$ cat src/hdl/sahpwm_pkg.sv
// ----------------------------------------------------------------------------
// Six-axis H-bridge PWM drive package
// Shared types and constants for the sign-magnitude PWM drive core.
// ----------------------------------------------------------------------------
package sahpwm_pkg;

    localparam int AXIS_COUNT = 6;
    localparam int PIN_WIDTH = 6;
    localparam int AXIS_WIDTH = 3;
    localparam int DRIVE_WIDTH = 16;
    localparam int MASK_WIDTH = 8;
    localparam int COUNT_WIDTH = 16;
    localparam int MAG_WIDTH = 15;
    localparam int FRAC_BITS = 14;
    localparam int PRODUCT_WIDTH = MAG_WIDTH + COUNT_WIDTH;

    localparam int S_TDATA_WIDTH = 32;
    localparam int M_TDATA_WIDTH = 24;

    localparam logic [COUNT_WIDTH-1:0] PERIOD_RESET = 16'd5000;
    localparam logic [PIN_WIDTH-1:0] ARM_MASK_BITS = 6'h3F;
    localparam logic signed [DRIVE_WIDTH-1:0] FULL_SCALE_POS = 16'sd16384;
    localparam logic signed [DRIVE_WIDTH-1:0] FULL_SCALE_NEG = -16'sd16384;
    localparam logic [MAG_WIDTH-1:0] FULL_SCALE_MAG = 15'd16384;

    typedef enum logic [1:0] {
        CMD_SET_OUTPUT = 2'd0,
        CMD_ARM        = 2'd1,
        CMD_STOP       = 2'd2,
        CMD_TICK       = 2'd3
    } cmd_t;

    typedef logic [COUNT_WIDTH-1:0] compare_t;

endpackage

$ cat src/hdl/six_axis_hbridge_pwm_drive_core.sv
// ----------------------------------------------------------------------------
// Six-axis H-bridge PWM drive core
// Sign-magnitude PWM for six bridges with a shared up-counter, shadow and
// active compares, arm and stop control, and one status result per command.
// ----------------------------------------------------------------------------
// Pipeline: a command is held in the input register and its result is
// registered in the output register, which drives m_tvalid and m_tdata;
// a result moves on only while that register is empty or being read.
// Throughput: one command per cycle; a stalled result holds the input register
// and drops s_tready until m_tready returns.
// Reset: aresetn clears the counter, compares, pin state and pipeline valids and loads period 5000.
// ----------------------------------------------------------------------------
module six_axis_hbridge_pwm_drive_core (
    input  logic                                aclk,
    input  logic                                aresetn,
    input  logic                                cfg_valid,
    output logic                                cfg_ready,
    input  logic [sahpwm_pkg::COUNT_WIDTH-1:0]  cfg_data,
    input  logic                                s_tvalid,
    output logic                                s_tready,
    // Fields from bit 0: axis[2:0], drive[18:3], arm_bits[26:19], zero fill.
    input  logic [sahpwm_pkg::S_TDATA_WIDTH-1:0] s_tdata,
    // Fields from bit 0: command[1:0].
    input  logic [1:0]                          s_tuser,
    output logic                                m_tvalid,
    input  logic                                m_tready,
    // Fields from bit 0: pwm_pins[5:0], direction_pins[11:6],
    // standby_pins[17:12], bridge_enable[18], zero fill.
    output logic [sahpwm_pkg::M_TDATA_WIDTH-1:0] m_tdata
);

    localparam int AC = sahpwm_pkg::AXIS_COUNT;
    localparam int PW = sahpwm_pkg::PIN_WIDTH;
    localparam int CW = sahpwm_pkg::COUNT_WIDTH;

    logic [CW-1:0]                          period_reg;
    logic [CW-1:0]                          counter_reg;
    logic [CW-1:0]                          counter_next;
    sahpwm_pkg::compare_t                   shadow_reg [AC];
    sahpwm_pkg::compare_t                   shadow_next [AC];
    sahpwm_pkg::compare_t                   active_reg [AC];
    sahpwm_pkg::compare_t                   active_next [AC];
    logic [AC-1:0]                          dir_reg;
    logic [AC-1:0]                          dir_next;
    logic [AC-1:0]                          standby_reg;
    logic [AC-1:0]                          standby_next;
    logic                                   enable_reg;
    logic                                   enable_next;

    logic                                   in_valid_reg;
    sahpwm_pkg::cmd_t                       in_cmd_reg;
    logic [sahpwm_pkg::AXIS_WIDTH-1:0]      in_axis_reg;
    logic signed [sahpwm_pkg::DRIVE_WIDTH-1:0] in_drive_reg;
    logic [sahpwm_pkg::MASK_WIDTH-1:0]      in_mask_reg;

    logic                                   out_valid_reg;
    logic [sahpwm_pkg::M_TDATA_WIDTH-1:0]   out_data_reg;
    logic [sahpwm_pkg::M_TDATA_WIDTH-1:0]   out_data_next;

    logic                                   advance;
    logic [sahpwm_pkg::MAG_WIDTH-1:0]       mag;
    logic [sahpwm_pkg::PRODUCT_WIDTH-1:0]   product;
    sahpwm_pkg::compare_t                   set_compare;
    logic [AC-1:0]                          arm_mask;
    logic [AC-1:0]                          pwm_bits;

    assign advance   = in_valid_reg && (!out_valid_reg || m_tready);
    assign s_tready  = !in_valid_reg || advance;
    assign cfg_ready = 1'b1;
    assign m_tvalid  = out_valid_reg;
    assign m_tdata   = out_data_reg;

    always_comb begin
        if (in_drive_reg > sahpwm_pkg::FULL_SCALE_POS ||
            in_drive_reg < sahpwm_pkg::FULL_SCALE_NEG) begin
            mag = sahpwm_pkg::FULL_SCALE_MAG;
        end else if (in_drive_reg < 0) begin
            mag = sahpwm_pkg::MAG_WIDTH'(-in_drive_reg);
        end else begin
            mag = sahpwm_pkg::MAG_WIDTH'(in_drive_reg);
        end
        product = sahpwm_pkg::PRODUCT_WIDTH'(mag) * sahpwm_pkg::PRODUCT_WIDTH'(period_reg);
        set_compare = product[sahpwm_pkg::FRAC_BITS +: CW];
        arm_mask = AC'(in_mask_reg) & AC'(sahpwm_pkg::ARM_MASK_BITS);
    end

    always_comb begin
        counter_next = counter_reg;
        dir_next     = dir_reg;
        standby_next = standby_reg;
        enable_next  = enable_reg;
        for (int k = 0; k < AC; k++) begin
            shadow_next[k] = shadow_reg[k];
            active_next[k] = active_reg[k];
        end
        unique case (in_cmd_reg)
            sahpwm_pkg::CMD_SET_OUTPUT: begin
                for (int k = 0; k < AC; k++) begin
                    if (32'(in_axis_reg) == k) begin
                        shadow_next[k] = set_compare;
                        dir_next[k]    = (in_drive_reg > 0);
                    end
                end
            end
            sahpwm_pkg::CMD_ARM: begin
                for (int k = 0; k < AC; k++) begin
                    shadow_next[k] = '0;
                end
                dir_next     = '0;
                standby_next = arm_mask;
                enable_next  = (arm_mask != '0);
            end
            sahpwm_pkg::CMD_STOP: begin
                for (int k = 0; k < AC; k++) begin
                    shadow_next[k] = '0;
                end
                dir_next     = '0;
                standby_next = '0;
                enable_next  = 1'b0;
            end
            sahpwm_pkg::CMD_TICK: begin
                if (counter_reg >= period_reg) begin
                    counter_next = '0;
                    for (int k = 0; k < AC; k++) begin
                        active_next[k] = shadow_reg[k];
                    end
                end else begin
                    counter_next = counter_reg + 1'b1;
                end
            end
        endcase
        for (int k = 0; k < AC; k++) begin
            pwm_bits[k] = (counter_next < active_next[k]);
        end
        out_data_next = '0;
        out_data_next[0 +: PW]      = PW'(pwm_bits);
        out_data_next[PW +: PW]     = PW'(dir_next);
        out_data_next[2*PW +: PW]   = PW'(standby_next);
        out_data_next[3*PW]         = enable_next;
    end

    always_ff @(posedge aclk) begin
        if (!aresetn) begin
            period_reg    <= sahpwm_pkg::PERIOD_RESET;
            counter_reg   <= '0;
            dir_reg       <= '0;
            standby_reg   <= '0;
            enable_reg    <= 1'b0;
            in_valid_reg  <= 1'b0;
            out_valid_reg <= 1'b0;
            for (int k = 0; k < AC; k++) begin
                shadow_reg[k] <= '0;
                active_reg[k] <= '0;
            end
        end else begin
            if (cfg_valid && cfg_ready) begin
                period_reg <= cfg_data;
            end
            if (s_tready) begin
                in_valid_reg <= s_tvalid;
            end
            if (advance) begin
                out_valid_reg <= 1'b1;
                counter_reg   <= counter_next;
                dir_reg       <= dir_next;
                standby_reg   <= standby_next;
                enable_reg    <= enable_next;
                for (int k = 0; k < AC; k++) begin
                    shadow_reg[k] <= shadow_next[k];
                    active_reg[k] <= active_next[k];
                end
            end else if (m_tready) begin
                out_valid_reg <= 1'b0;
            end
        end
    end

    always_ff @(posedge aclk) begin
        if (s_tvalid && s_tready) begin
            in_cmd_reg   <= sahpwm_pkg::cmd_t'(s_tuser);
            in_axis_reg  <= s_tdata[2:0];
            in_drive_reg <= s_tdata[18:3];
            in_mask_reg  <= s_tdata[26:19];
        end
        if (advance) begin
            out_data_reg <= out_data_next;
        end
    end

endmodule

$ cat config.mk
export PLATFORM = sky130hd
export DESIGN_NAME = six_axis_hbridge_pwm_drive_core
export DESIGN_NICKNAME = d
export VERILOG_FILES = /design/src/hdl/sahpwm_pkg.sv /design/src/hdl/six_axis_hbridge_pwm_drive_core.sv
export SDC_FILE = /design/constraint.sdc
export NUM_CORES = 1
export LEC_CHECK = 0
export BUFFER_PORTS_ARGS = -buffer_cell sky130_fd_sc_hd__buf_4
export CORE_ASPECT_RATIO = 0.8
export CORE_MARGIN = 1
export CORE_UTILIZATION = 50
export CTS_BUF_LIST = sky130_fd_sc_hd__clkbuf_8
export CTS_CLUSTER_DIAMETER = 80
export DETAILED_ROUTE_END_ITERATION = 16
export PLACE_DENSITY_LB_ADDON = 0.2
export SETUP_SLACK_MARGIN = 0.5
export SLEW_MARGIN = 20
export SYNTH_ARGS = -nofsm -noshare
export SYNTH_HDL_FRONTEND = slang
export SYNTH_SLANG_ARGS = --single-unit
$ cat constraint.sdc
create_clock -name aclk -period 8.6 [get_ports aclk]
set_input_delay 1.29 -clock aclk [delete_from_list [all_inputs] [get_ports aclk]]
set_output_delay 1.29 -clock aclk [all_outputs]
set_load 0.02 [all_outputs]
==> qor.txt <==
Count of final max-slew check failures: 0
Number of buffers inserted for hold repair after clock tree synthesis: 0
Per-instance average area after synthesis: 10.3 µm²
Worst r2r src: in_drive_reg[3]
Class of the tightest hold or removal check: register to register
Synth-to-Final Area Change: 11.6%
Number of buffers on the longest clock path: 3
Fraction of synthesized cell area taken by the top area cell type: 0.327
DRT antenna net count: 0
Fraction of final layout cells with drive strength greater than 1: 0.110
Die width: 236 µm
Area occupied by registers: 0.00809 mm²
Top cell types by occurrence after synthesis: sky130_fd_sc_hd__inv_1, sky130_fd_sc_hd__edfxtp_1, sky130_fd_sc_hd__ha_1
Dominant cell by count in the synthesized netlist: sky130_fd_sc_hd__inv_1
Post-synthesis share of cell area spent on full adders, half adders and majority gates: 0.277
Ys async rst share: 0
Reg2Reg Setup Slack: 810 ps
Startpoint Class: register
Detailed-route DRC error count: 0
Die Area: 0.0446 mm²
Met3 Track Usage GR: 0.0588
Wire length of the first global-routing pass: 90600 µm
Starting utilization of the core area: 0.507
Port Buf Inserts: 68
Number of global-route vias before repair: 16.1k
Number of warnings printed during yosys synthesis: 0
TritonCTS clock tree: built
Detail-routed net length per standard cell: 20.2 µm
DRC violation total after the first TritonRoute iteration: 1255
Post-synthesis cell area: 0.0219 mm²
Clk Latency, worst-skew pair: 630 ps
Sequential cell area fraction in the yosys report: 0.370
Count of cells along the worst register-to-register path: 26
Via Count: 16.2k
Simple-gate share of the synthesized area: 0.145
Power density of the placed cells: 225 mW/mm²
Root Buffer Master: sky130_fd_sc_hd__clkbuf_8
Count of nets after finishing: 2647
Gr usage total: 0.262
Summed negative setup slack over all endpoints: 0 ps
Placeable Area: 0.0431 mm²
Antenna diodes: 0
Number of clock sinks seen by CTS: 285
Worst hold slack: 456 ps
Top cell type by total area after synthesis: sky130_fd_sc_hd__edfxtp_1
Die Span Y: 189 µm
Setup skew after layout: 31.5 ps
Antenna violations before repair: 1
Grt met1 use: 0.391
Total Wirelength: 56900 µm
I/O pin cnt: 82
Register bit count reported by yosys: 285
Leak Pwr: 10.9 nW
Largest family of logic cells by synthesized area: adder cells
Area used by multi-input combinational logic: 0.0127 mm²
Max frequency: 128 MHz
Most heavily used metal layer in global routing: met1
Critical path class: register to register
Mux share of post-synthesis cell area: 0.0481
Number of fill cells in the layout: 3705
Timing startpoint of the critical path: in_drive_reg[3]
Count of flip-flops with a built-in enable after synthesis: 238
Synth Area in Compound Gates: 0.0832
Leading register cell type out of synthesis: sky130_fd_sc_hd__edfxtp_1
Final setup viols: 0
TritonRoute pass-1 iters: 5
Final hold vios: 0
Post-synthesis cell count: 2123
Met2 track demand over resource: 0.386
Maximum resistive drop on vdd: 0.186 mV
Post-detail-place hpwl: 42300 µm
Critical path capture point type: register
Number of instances on the worst hold path: 2
Worst Tran Pin Value: 1050 ps
Number of maximum-capacitance constraint violations: 0
Maximum number of pins on one net before global-route repair: 80
Final worst path period share: 0.906
Unrepaired setup endpoints after global routing: no
Number of clock buffers inserted by TritonCTS: 49
Capturing instance or port of the critical path: shadow_reg[3][15]
Launch point of the worst hold path: standby_reg[4]
Max-slew headroom: 0.295
Endpoint required time on the critical path: 8960 ps
Register clock-pin slew on the reported worst setup and hold paths: 60 ps
Post-detailed-route via-to-cell ratio: 5.75
Cells taking the most area after synthesis: sky130_fd_sc_hd__edfxtp_1, sky130_fd_sc_hd__fa_1, sky130_fd_sc_hd__ha_1, sky130_fd_sc_hd__mux2i_1, sky130_fd_sc_hd__dfxtp_1
Number of core rows: 68
Status: finished clean
Weighted congestion at the end of routability-driven global placement: 0.957
Endpoint of the lowest-slack register-to-register path: shadow_reg[3][15]
Critical Path Fanout Max: 10
Time the worst path needs with I/O delays and setup: 7790 ps
Post-synthesis share of cell area spent on xor and xnor gates: 0.0140
Total overflow reported by the global router: 0
Arrival time of the worst setup path: 8150 ps
Cell variety after synth: 74
H-tree levels: 2
## cell type report
cell class,instances,share of cell area
clock buffer,51,0.0288
inverter,254,0.0391
multi-input combinational,1491,0.519
tap,560,0.0287
clock inverter,41,0.0114
timing repair buffer,133,0.0416
sequential,285,0.331
## placed cells by master (no fill, tap or decap), types with 8 or more instances in the layout
master	Yosys	final
sky130_fd_sc_hd__o211ai_1	13	13
sky130_fd_sc_hd__nand2_1	194	191
sky130_fd_sc_hd__nand4_1	26	26
sky130_fd_sc_hd__nor2_1	197	197
sky130_fd_sc_hd__o21a_1	9	8
sky130_fd_sc_hd__buf_4	6	131
sky130_fd_sc_hd__nand3_1	32	32
sky130_fd_sc_hd__o21ai_0	53	50
sky130_fd_sc_hd__nor3b_1	10	9
sky130_fd_sc_hd__inv_1	240	251
sky130_fd_sc_hd__nor2b_1	14	14
sky130_fd_sc_hd__and3_1	11	11
sky130_fd_sc_hd__nor3_1	116	113
sky130_fd_sc_hd__mux2i_1	105	104
sky130_fd_sc_hd__xnor2_1	19	19
sky130_fd_sc_hd__clkbuf_8	0	51
sky130_fd_sc_hd__a211oi_1	22	21
sky130_fd_sc_hd__edfxtp_1	238	238
sky130_fd_sc_hd__clkinv_1	12	22
sky130_fd_sc_hd__dfxtp_1	47	47
sky130_fd_sc_hd__a21oi_1	100	92
sky130_fd_sc_hd__fa_1	178	178
sky130_fd_sc_hd__or4_1	9	9
sky130_fd_sc_hd__ha_1	200	200
sky130_fd_sc_hd__xor2_1	16	16
sky130_fd_sc_hd__clkinv_2	0	11
sky130_fd_sc_hd__and2_1	41	40
sky130_fd_sc_hd__a21o_1	29	29
## critical path, cell delays in order, from the launching register on
cell	delay, ps
sky130_fd_sc_hd__edfxtp_1	470
sky130_fd_sc_hd__nor4_4	330
sky130_fd_sc_hd__nand2b_1	170
sky130_fd_sc_hd__nor4_4	290
sky130_fd_sc_hd__a21oi_1	130
sky130_fd_sc_hd__xnor2_1	140
sky130_fd_sc_hd__buf_4	190
sky130_fd_sc_hd__nor2_1	100
sky130_fd_sc_hd__buf_4	210
sky130_fd_sc_hd__nand2_1	100
sky130_fd_sc_hd__fa_1	480
sky130_fd_sc_hd__fa_1	550
sky130_fd_sc_hd__inv_1	50
sky130_fd_sc_hd__fa_1	490
sky130_fd_sc_hd__fa_1	530
sky130_fd_sc_hd__fa_1	570
sky130_fd_sc_hd__inv_1	60
sky130_fd_sc_hd__fa_1	540
sky130_fd_sc_hd__inv_1	40
sky130_fd_sc_hd__ha_1	390
sky130_fd_sc_hd__nand2_1	200
sky130_fd_sc_hd__or3_1	460
sky130_fd_sc_hd__nor4_2	310
sky130_fd_sc_hd__a211o_1	310
sky130_fd_sc_hd__o21a_1	190
sky130_fd_sc_hd__nor3_2	50
sky130_fd_sc_hd__buf_4	170
## worst min path at each step
stage | endpoint
finish | standby_reg[4]
global route | dir_reg[5]
CTS | standby_reg[4]
detailed placement | standby_reg[4]
global placement | standby_reg[1]
floorplan | enable_reg
## per-layer routing
metal  share of wire  up-vias
met5         0.00019        -
met3           0.094       68
met2            0.43      614
met4           0.016        2
li1                -     7503
met1            0.46     8001
## metrics by stage
stage          cells  total power, mW   util  setup WS, ps  instance area (µm²)
2_1_floorplan   2127             3.46      -           726                21900
3_3_place_gp    2717             4.17  0.538           472                23200
3_5_place_dp    2717             4.19  0.538           328                23200
4_1_cts         2811             5.47  0.562           509                24200
5_1_grt         2815             5.89  0.566           476                24400
6_report        2815             5.50  0.566           810                24400
## cells by family (layout without fill, tap and decap cells)
group / Yosys count / in the layout
muxes: 105 / 105
other: 2 / 6
xor gates and xnor gates: 35 / 35
DFF: 285 / 285
adders and majority gates: 378 / 378
AOI/OAI and AO/OA: 286 / 287
and+or+nand+nor: 680 / 680
buffers and inverters: 352 / 479
## where the power goes
group / internal (mW) / total [mW] / switching, mW / leakage (nW)
logic: 0.936 / 2.56 / 1.63 / 7.53
registers: 1.64 / 1.69 / 0.0470 / 2.84
clock network: 0.651 / 1.25 / 0.596 / 0.550
total: 3.23 / 5.50 / 2.27 / 10.9
## what timing repair did
item                       CTS  global route
cloned                       0             1
gates resized for setup      6            21
buffers inserted             2             3
pin swaps                    2             4
setup endpoints to repair   45            87
Power figures use the tool's default switching activity.
